[src/sv/dsf_pkg.sv]
// shared types and constants for the damped spring follower
package dsf_pkg;

	localparam int Q_W       = 32;
	localparam int CFG_IDX_W = 3;
	localparam int CFG_DAT_W = 32;
	localparam int DVD_W     = 52;
	localparam int RAD_W     = 64;
	localparam int CNT_W     = 6;

	localparam logic [CFG_IDX_W-1:0] REG_ENVELOPE  = 3'd0;
	localparam logic [CFG_IDX_W-1:0] REG_DAMPING   = 3'd1;
	localparam logic [CFG_IDX_W-1:0] REG_STIFFNESS = 3'd2;
	localparam logic [CFG_IDX_W-1:0] REG_MASS      = 3'd3;
	localparam logic [CFG_IDX_W-1:0] REG_GRAVITY   = 3'd4;
	localparam logic [CFG_IDX_W-1:0] REG_FRICTION  = 3'd5;

	typedef enum logic {
		IU_DIV  = 1'b0,
		IU_SQRT = 1'b1
	} iu_op_t;

	typedef struct packed {
		logic   start;
		iu_op_t op;
	} iu_req_t;

	typedef struct packed {
		logic busy;
		logic done;
	} iu_rsp_t;

	// saturate a wide signed value to 32 bits
	function automatic logic signed [31:0] sat32(input logic signed [67:0] v);
		logic signed [67:0] hi;
		logic signed [67:0] lo;
		hi = 68'sh7FFFFFFF;
		lo = -68'sh80000000;
		if (v > hi) begin
			sat32 = 32'sh7FFFFFFF;
		end else if (v < lo) begin
			sat32 = 32'sh80000000;
		end else begin
			sat32 = v[31:0];
		end
	endfunction

endpackage

[src/sv/dsf_iter_unit.sv]
// shared iterative unit: restoring divide or integer square root, one bit a cycle
module dsf_iter_unit (
	input  logic                         clk,
	input  logic                         arst_n,
	input  dsf_pkg::iu_req_t             req,
	input  logic [dsf_pkg::DVD_W-1:0]    dividend,
	input  logic [31:0]                  divisor,
	input  logic [dsf_pkg::RAD_W-1:0]    radicand,
	output dsf_pkg::iu_rsp_t             rsp,
	output logic [dsf_pkg::DVD_W-1:0]    result
);
	localparam logic [dsf_pkg::CNT_W-1:0] DIV_LAST  = 6'(dsf_pkg::DVD_W - 1);
	localparam logic [dsf_pkg::CNT_W-1:0] SQRT_LAST = 6'(dsf_pkg::RAD_W / 2 - 1);

	logic                       busy_q;
	logic                       done_q;
	dsf_pkg::iu_op_t            op_q;
	logic [dsf_pkg::CNT_W-1:0]  cnt_q;
	logic [dsf_pkg::RAD_W-1:0]  n_q;
	logic [33:0]                rem_q;
	logic [31:0]                root_q;
	logic [31:0]                d_q;

	logic [32:0] dt;
	logic        dge;
	logic [35:0] st;
	logic [35:0] trial;
	logic        sge;
	logic [dsf_pkg::RAD_W-1:0] n_next;
	logic [33:0] rem_next;

	// one step of either operation
	always_comb begin
		dt    = {rem_q[31:0], n_q[dsf_pkg::RAD_W-1]};
		dge   = dt >= {1'b0, d_q};
		st    = {rem_q, n_q[dsf_pkg::RAD_W-1 -: 2]};
		trial = {2'b00, root_q, 2'b01};
		sge   = st >= trial;
		if (op_q == dsf_pkg::IU_DIV) begin
			n_next   = {n_q[dsf_pkg::RAD_W-2:0], dge};
			rem_next = {2'b00, dge ? 32'(dt - {1'b0, d_q}) : dt[31:0]};
		end else begin
			n_next   = {n_q[dsf_pkg::RAD_W-3:0], 2'b00};
			rem_next = sge ? 34'(st - trial) : st[33:0];
		end
	end

	// sequencing
	always_ff @(posedge clk or negedge arst_n) begin
		if (!arst_n) begin
			busy_q <= 1'b0;
			done_q <= 1'b0;
			cnt_q  <= '0;
		end else begin
			done_q <= 1'b0;
			if (req.start) begin
				busy_q <= 1'b1;
				cnt_q  <= (req.op == dsf_pkg::IU_DIV) ? DIV_LAST : SQRT_LAST;
			end else if (busy_q) begin
				cnt_q <= cnt_q - 6'd1;
				if (cnt_q == '0) begin
					busy_q <= 1'b0;
					done_q <= 1'b1;
				end
			end
		end
	end

	// datapath
	always_ff @(posedge clk) begin
		if (req.start) begin
			op_q   <= req.op;
			d_q    <= divisor;
			rem_q  <= '0;
			root_q <= '0;
			n_q    <= (req.op == dsf_pkg::IU_DIV) ?
				{dividend, {(dsf_pkg::RAD_W - dsf_pkg::DVD_W){1'b0}}} : radicand;
		end else if (busy_q) begin
			n_q   <= n_next;
			rem_q <= rem_next;
			if (op_q == dsf_pkg::IU_SQRT) begin
				root_q <= {root_q[30:0], sge};
			end
		end
	end

	assign rsp.busy = busy_q;
	assign rsp.done = done_q;
	assign result   = (op_q == dsf_pkg::IU_DIV) ? n_q[dsf_pkg::DVD_W-1:0] :
		{{(dsf_pkg::DVD_W - 32){1'b0}}, root_q};

endmodule

[config.mk]
export PLATFORM = sky130hd
export DESIGN_NAME = dsf_iter_unit
export DESIGN_NICKNAME = d
export VERILOG_FILES = /design/src/sv/dsf_pkg.sv /design/src/sv/dsf_iter_unit.sv
export SDC_FILE = /design/constraint.sdc
export NUM_CORES = 1
export LEC_CHECK = 0
export ABC_AREA = 1
export BUFFER_PORTS_ARGS = -buffer_cell sky130_fd_sc_hd__clkbuf_2
export CELL_PAD_IN_SITES_DETAIL_PLACEMENT = 1
export CELL_PAD_IN_SITES_GLOBAL_PLACEMENT = 1
export CORE_MARGIN = 2
export CORE_UTILIZATION = 37
export CTS_CLUSTER_DIAMETER = 200
export CTS_CLUSTER_SIZE = 10
export DETAILED_ROUTE_END_ITERATION = 12
export HOLD_SLACK_MARGIN = 0.03
export PLACE_DENSITY_LB_ADDON = 0.25
export SYNTH_ARGS = -nofsm -noshare
export SYNTH_HDL_FRONTEND = slang
export SYNTH_SLANG_ARGS = --single-unit
[constraint.sdc]
create_clock -name clk -period 2.5 [get_ports clk]
set_clock_uncertainty 0.05 [all_clocks]
set_input_delay 0.375 -clock clk [delete_from_list [all_inputs] [get_ports clk]]
set_output_delay 0.375 -clock clk [all_outputs]
set_load 0.03 [all_outputs]
# Yosys cells after proc, flatten, opt, wreduce, memory -nomap -nowiden
# Cells that the tools add are included.
# word_totals
elab_cells,33
output_inout_bits,54
register_bits,171
inputBits,152
# classes
muxes,17
n_reduce_logical,3
magnitude_cmp,2
addsub,3
# op_table
operator,count
two-way mux 64 bit,4
two-way mux 34 bit,2
two-way mux 52 bit,1
>= comparator 36 x 34 -> 1 bit,1
subtractor 34 bit,1
>= comparator 33 x 32 -> 1 bit,1
two-way mux 32 bit,1
subtractor 32 bit,1
two-way mux 6 bit,3
zero test 6 bit,1
two-way mux 1 bit,6
"subtractor 6 x 1 -> 6 bit, second input constant",1
AND reduction 2 bit,1
nonzero test 2 bit,1

# Depth between registers and ports, before layout
# depth
word_depth,4
depth_mapped,19
mapped_depth_nobuf,18

# Worst setup path before layout
# Ideal clock, no wire load.
# synth_path
path_type,flip-flop to flip-flop
start,register busy_q
end,"register n_q[0] in the netlist's numbering, enable pin"
required_time_ps,2030
stages_incl_launch_ff,4
setup_ps,420
arrival_ps,2026
period_less_slack_ps,2496
path_slack_ps,4
path_buffers,1
path_cell_list,dfrtp_1 -> clkbuf_1 -> nor2_1 -> inv_1
# synth_between
elab_chain_len,1
# synth_lines
element,line,rtl
start: declaration,dsf_iter_unit.sv:15,logic busy_q;
start signal: assignment,dsf_iter_unit.sv:51,busy_q <= 1'b0;
start signal: assignment,dsf_iter_unit.sv:57,busy_q <= 1'b1;
start signal: assignment,dsf_iter_unit.sv:62,busy_q <= 1'b0;
nonzero test 2 bit (no source line),--,
end signal: assignment,dsf_iter_unit.sv:76,n_q <= (req.op == dsf_pkg::IU_DIV) ?
end signal: assignment,dsf_iter_unit.sv:79,n_q <= n_next;
end: declaration,dsf_iter_unit.sv:19,logic [dsf_pkg::RAD_W-1:0] n_q;
# No other way between the ends.
# A chain may end at the register's enable or synchronous reset.

# Worst setup path in the final report
# layout_path
start,register root_q[22]
end,register rem_q[29]
# layout_between
elab_chain_len,3
elab_cells_between_ends,4
classes_between,add/sub (1); order compare (1); mux (2)
# layout_lines
element,line,rtl
start: declaration,dsf_iter_unit.sv:21,logic [31:0] root_q;
start signal: assignment,dsf_iter_unit.sv:82,"root_q <= {root_q[30:0], sge};"
subtractor 34 bit / >= comparator 36 x 34 -> 1 bit (equally long branches),"dsf_iter_unit.sv:44, dsf_iter_unit.sv:38",
two-way mux 34 bit (*),dsf_iter_unit.sv:44,rem_next = sge ? 34'(st - trial) : st[33:0];
two-way mux 34 bit (*),dsf_iter_unit.sv:39,if (op_q == dsf_pkg::IU_DIV) begin
end signal: assignment,dsf_iter_unit.sv:80,rem_q <= rem_next;
end: declaration,dsf_iter_unit.sv:20,logic [33:0] rem_q;
# Mark *: on every way between the ends. The rest lies on a longest branch, timed or not.

==> results.sh <==
export IMPL_worst_setup_path_endpoint="rem_q[29]"
export IMPL_post_layout_total_power_mw=21.10
export IMPL_groute_usage_overall_pct=25.48
export IMPL_cp_arrival_ns=2.69
export IMPL_drc=0
export IMPL_worst_r2r_cell_count=16
export IMPL_gp_routability_congestion=0.9535
export IMPL_global_route_wire_length_before_repair_um=78250
export IMPL_drt_wirelength_per_cell_um=17.33
export IMPL_report_final_hold_viol_count=0
export IMPL_critical_path_most_common_cell="nand2_1"
export IMPL_dpl_hpwl_um=39750
export IMPL_syn_mean_instance_area_um2=6.449
export IMPL_post_synthesis_cells=2174
export IMPL_worstPathCellList="inv_1 -> ha_2 -> nand2_1 -> nor2_2 -> nand2_1 -> nor2_2 -> nand3_1 -> nand3_2 -> nor2_8 -> nand2_8 -> buf_4 -> nand2_1 -> nand3_1 -> nand3_1 -> nand2_1 -> inv_1"
export IMPL_final_layout_size_suffix_gt1_share_pct=19.24
export IMPL_yosysTopAreaCellShare_pct=20.77
export IMPL_ys_types=50
export IMPL_rows=71
export IMPL_worst_setup_path_startpoint="root_q[22]"
export IMPL_final_fill_count=5005
export IMPL_cts_inserted_buffers=17
export IMPL_worst_path_buffer_plus_inverter_count=3
export IMPL_rr_startpoint="root_q[22]"
export IMPL_number_of_global_route_vias_before_repair=15130
export IMPL_synth_sequential_area_ratio_pct=31.63
export IMPL_netlist_top_cell_by_area="edfxtp_1"
export IMPL_whs_ns=0.05387
export IMPL_mostFrequentLayoutCells="nand2_1 (692), inv_1 (389), nand3_1 (268), clkbuf_2 (204), nor2_1 (118)"
export IMPL_finalSetupViolCount=0
export IMPL_final_net_count=2646
export IMPL_finalWirelength_um=51110
export IMPL_clk_transition_reported_paths_ns=0.07
export IMPL_synth_async_sr_flop_share_pct=4.678
export IMPL_path_class="flop to flop"
export IMPL_synth_edff_count=97
export IMPL_detail_route_first_pass_iterations=5
export IMPL_dr_first_iter_drc_count=779
export IMPL_areaGrowthSynthToFinish_pct=25.26
export IMPL_floorplan_initialDensity_pct=37.40
export IMPL_insertion_delay_ns=0.47
export IMPL_max_slew_margin_pct=51.31
export IMPL_finalMaxSlewViolations=0
export IMPL_fin_cells=2949
export IMPL_critPathRequiredTime_ns=2.81
export IMPL_achievable_frequency_ghz=0.4201
export IMPL_worst_slew_pin_transition_ns=0.7304
export IMPL_clockRootBuffer="clkbuf_16"
export IMPL_class_of_the_tightest_hold_or_removal_check="primary input to flop"
export IMPL_worstSetupStartpointType="flop"
export IMPL_slowest_delay_ns=0.40
export IMPL_synthesis_area_mm2=0.01402
export IMPL_cts_sinks=171
export IMPL_die_height_um=198.7
export IMPL_route_vias_total=14960
export IMPL_grt_start_max_net_pins=121
export IMPL_max_capacitance_violation_count=0
export IMPL_final_period_minus_worst_setup_slack_ns=2.381
export IMPL_critPathMaxFanout=8
export IMPL_placed_cells_incl_taps=2885
export IMPL_synthesis_nets=2395
export IMPL_htreeDepth=4
export IMPL_core_area_mm2=0.03749
export IMPL_num_io_pins=206
export IMPL_timing_final_crit_share_pct=95.22
export IMPL_antenna_found_initial=0
export IMPL_worst_path_max_delay_cell="ha_2"
export IMPL_pd_cells_mw_per_mm2=1201
export IMPL_static_leakage_power_nw=9.125
export IMPL_num_antenna_cells=0
export IMPL_synth_yosys_warnings=0
export IMPL_r2r_end="rem_q[29]"
export IMPL_tritoncts="built"
export IMPL_port_buffers=205
export IMPL_overflow=0
export IMPL_crit_path_end_kind="flop"
export IMPL_viasPerCell=5.073
export IMPL_cell_class_contributing_the_biggest_share_of_worst_path_delay="simple AND/OR/NAND/NOR gates"
export IMPL_drt_antenna_violating_nets=0
export IMPL_layout_cells_most_common="nand2_1"
export IMPL_ys_ff_latch=171
export IMPL_dominantRegCellSynth="edfxtp_1"
export IMPL_design_die_area_mm2=0.03947
export IMPL_ir_worst_vdd_v=0.0006704
export IMPL_synth_top_cells_by_area="edfxtp_1 (21%), nand2_1 (19%), inv_1 (10%), nand3_1 (9.7%), dfxtp_1 (9.4%)"
export IMPL_finish_utilization_pct=46.85
export IMPL_outcome="finished clean"
export IMPL_r2r_setup_slack_ns=0.12
export IMPL_grt_setup_unrepaired="yes"
export IMPL_cp_num_cells=16
export IMPL_die_x_um=198.7
export IMPL_ctsLongestPathBuffers=2
## cell families after synthesis
| logic type | synth area share (%) |
|---|---|
| buf+inv | 13.73 |
| compound gates | 10.61 |
| mux | 0.5711 |
| simple gates | 35.25 |
| flops | 31.63 |
| fa+ha+maj | 6.211 |
| xor+xnor | 1.999 |
## how the worst min path moves through the flow
stage / to / slack (ns) / start / depth (start not counted)
2_1_floorplan: busy_q / 0.03 / arst_n / 0
3_3_place_gp: done_q / 0.18 / arst_n / 1
3_5_place_dp: done_q / 0.18 / arst_n / 1
4_1_cts: d_q[23] / 0.03 / divisor[23] / 1
5_1_grt: d_q[23] / 0.03 / divisor[23] / 1
6_report: d_q[7] / 0.05 / divisor[7] / 1
## synth_stat cells (10+ instances only)
cell type	n
clkbuf_1	53
a21oi_1	80
buf_2	10
o21ai_0	82
nand3_1	273
dfxtp_1	66
edfxtp_1	97
nand2_1	705
o221ai_1	32
ha_1	68
o211ai_1	24
xor2_1	31
a31o_2	10
inv_1	392
nand3b_1	13
nor2_1	129
## per-stage QoR
| stage | TNS (ns) | instance area [um2] | setup slack (ns) |
|---|---|---|---|
| after global placement | 0 | 15990 | 0.004241 |
| after detailed placement | -0.5393 | 15990 | -0.06648 |
| after floorplan | 0 | 14020 | 0.003932 |
| after global routing | -0.6073 | 17560 | -0.06405 |
| final | 0 | 17560 | 0.1195 |
| after CTS | -0.001373 | 16900 | -0.001373 |
## state kept, by name (all words and copies together) (netlist names)
signal	cells
rem_q	34
done_q	1
n_q	64
busy_q	1
op_q	1
d_q	32
root_q	32
cnt_q	6
## area by class of cell
cell class	count	area, um2	share of cell area [%]
clock buffer	19	454.2	2.586
clock inverter	13	131.4	0.7480
inverter	400	1506	8.577
multi-input combinational	1518	8265	47.06
sequential	171	4472	25.46
tap	511	639.4	3.640
timing repair buffer	317	2095	11.93
## layer usage
metal	GRT usage (%)	part of all wire, %	vias up	wire, um
met5	0	0	-	0
met4	6.938	2.0	0	1027
met3	3.561	3.6	57	1822
met2	45.71	51	241	26100
met1	31.83	43	7211	22160
li1	-	-	7451	-
## repair_timing
item                                    CTS  global route
setup buffers                             1             2
hold endpoints to repair                 36             0
resized for setup                         8           119
gates cloned                              0             0
pin swaps                                 1             8
endpoints found under the setup margin   32            34
hold buffers                             29             0
## report_power, final
part	switching, mW	leakage, nW	internal, mW
logic	8.93	7.16	5.26
registers	0.663	1.68	3.51
clock network	1.29	0.285	1.46
Note: power is estimated with default switching activity, not from simulation.
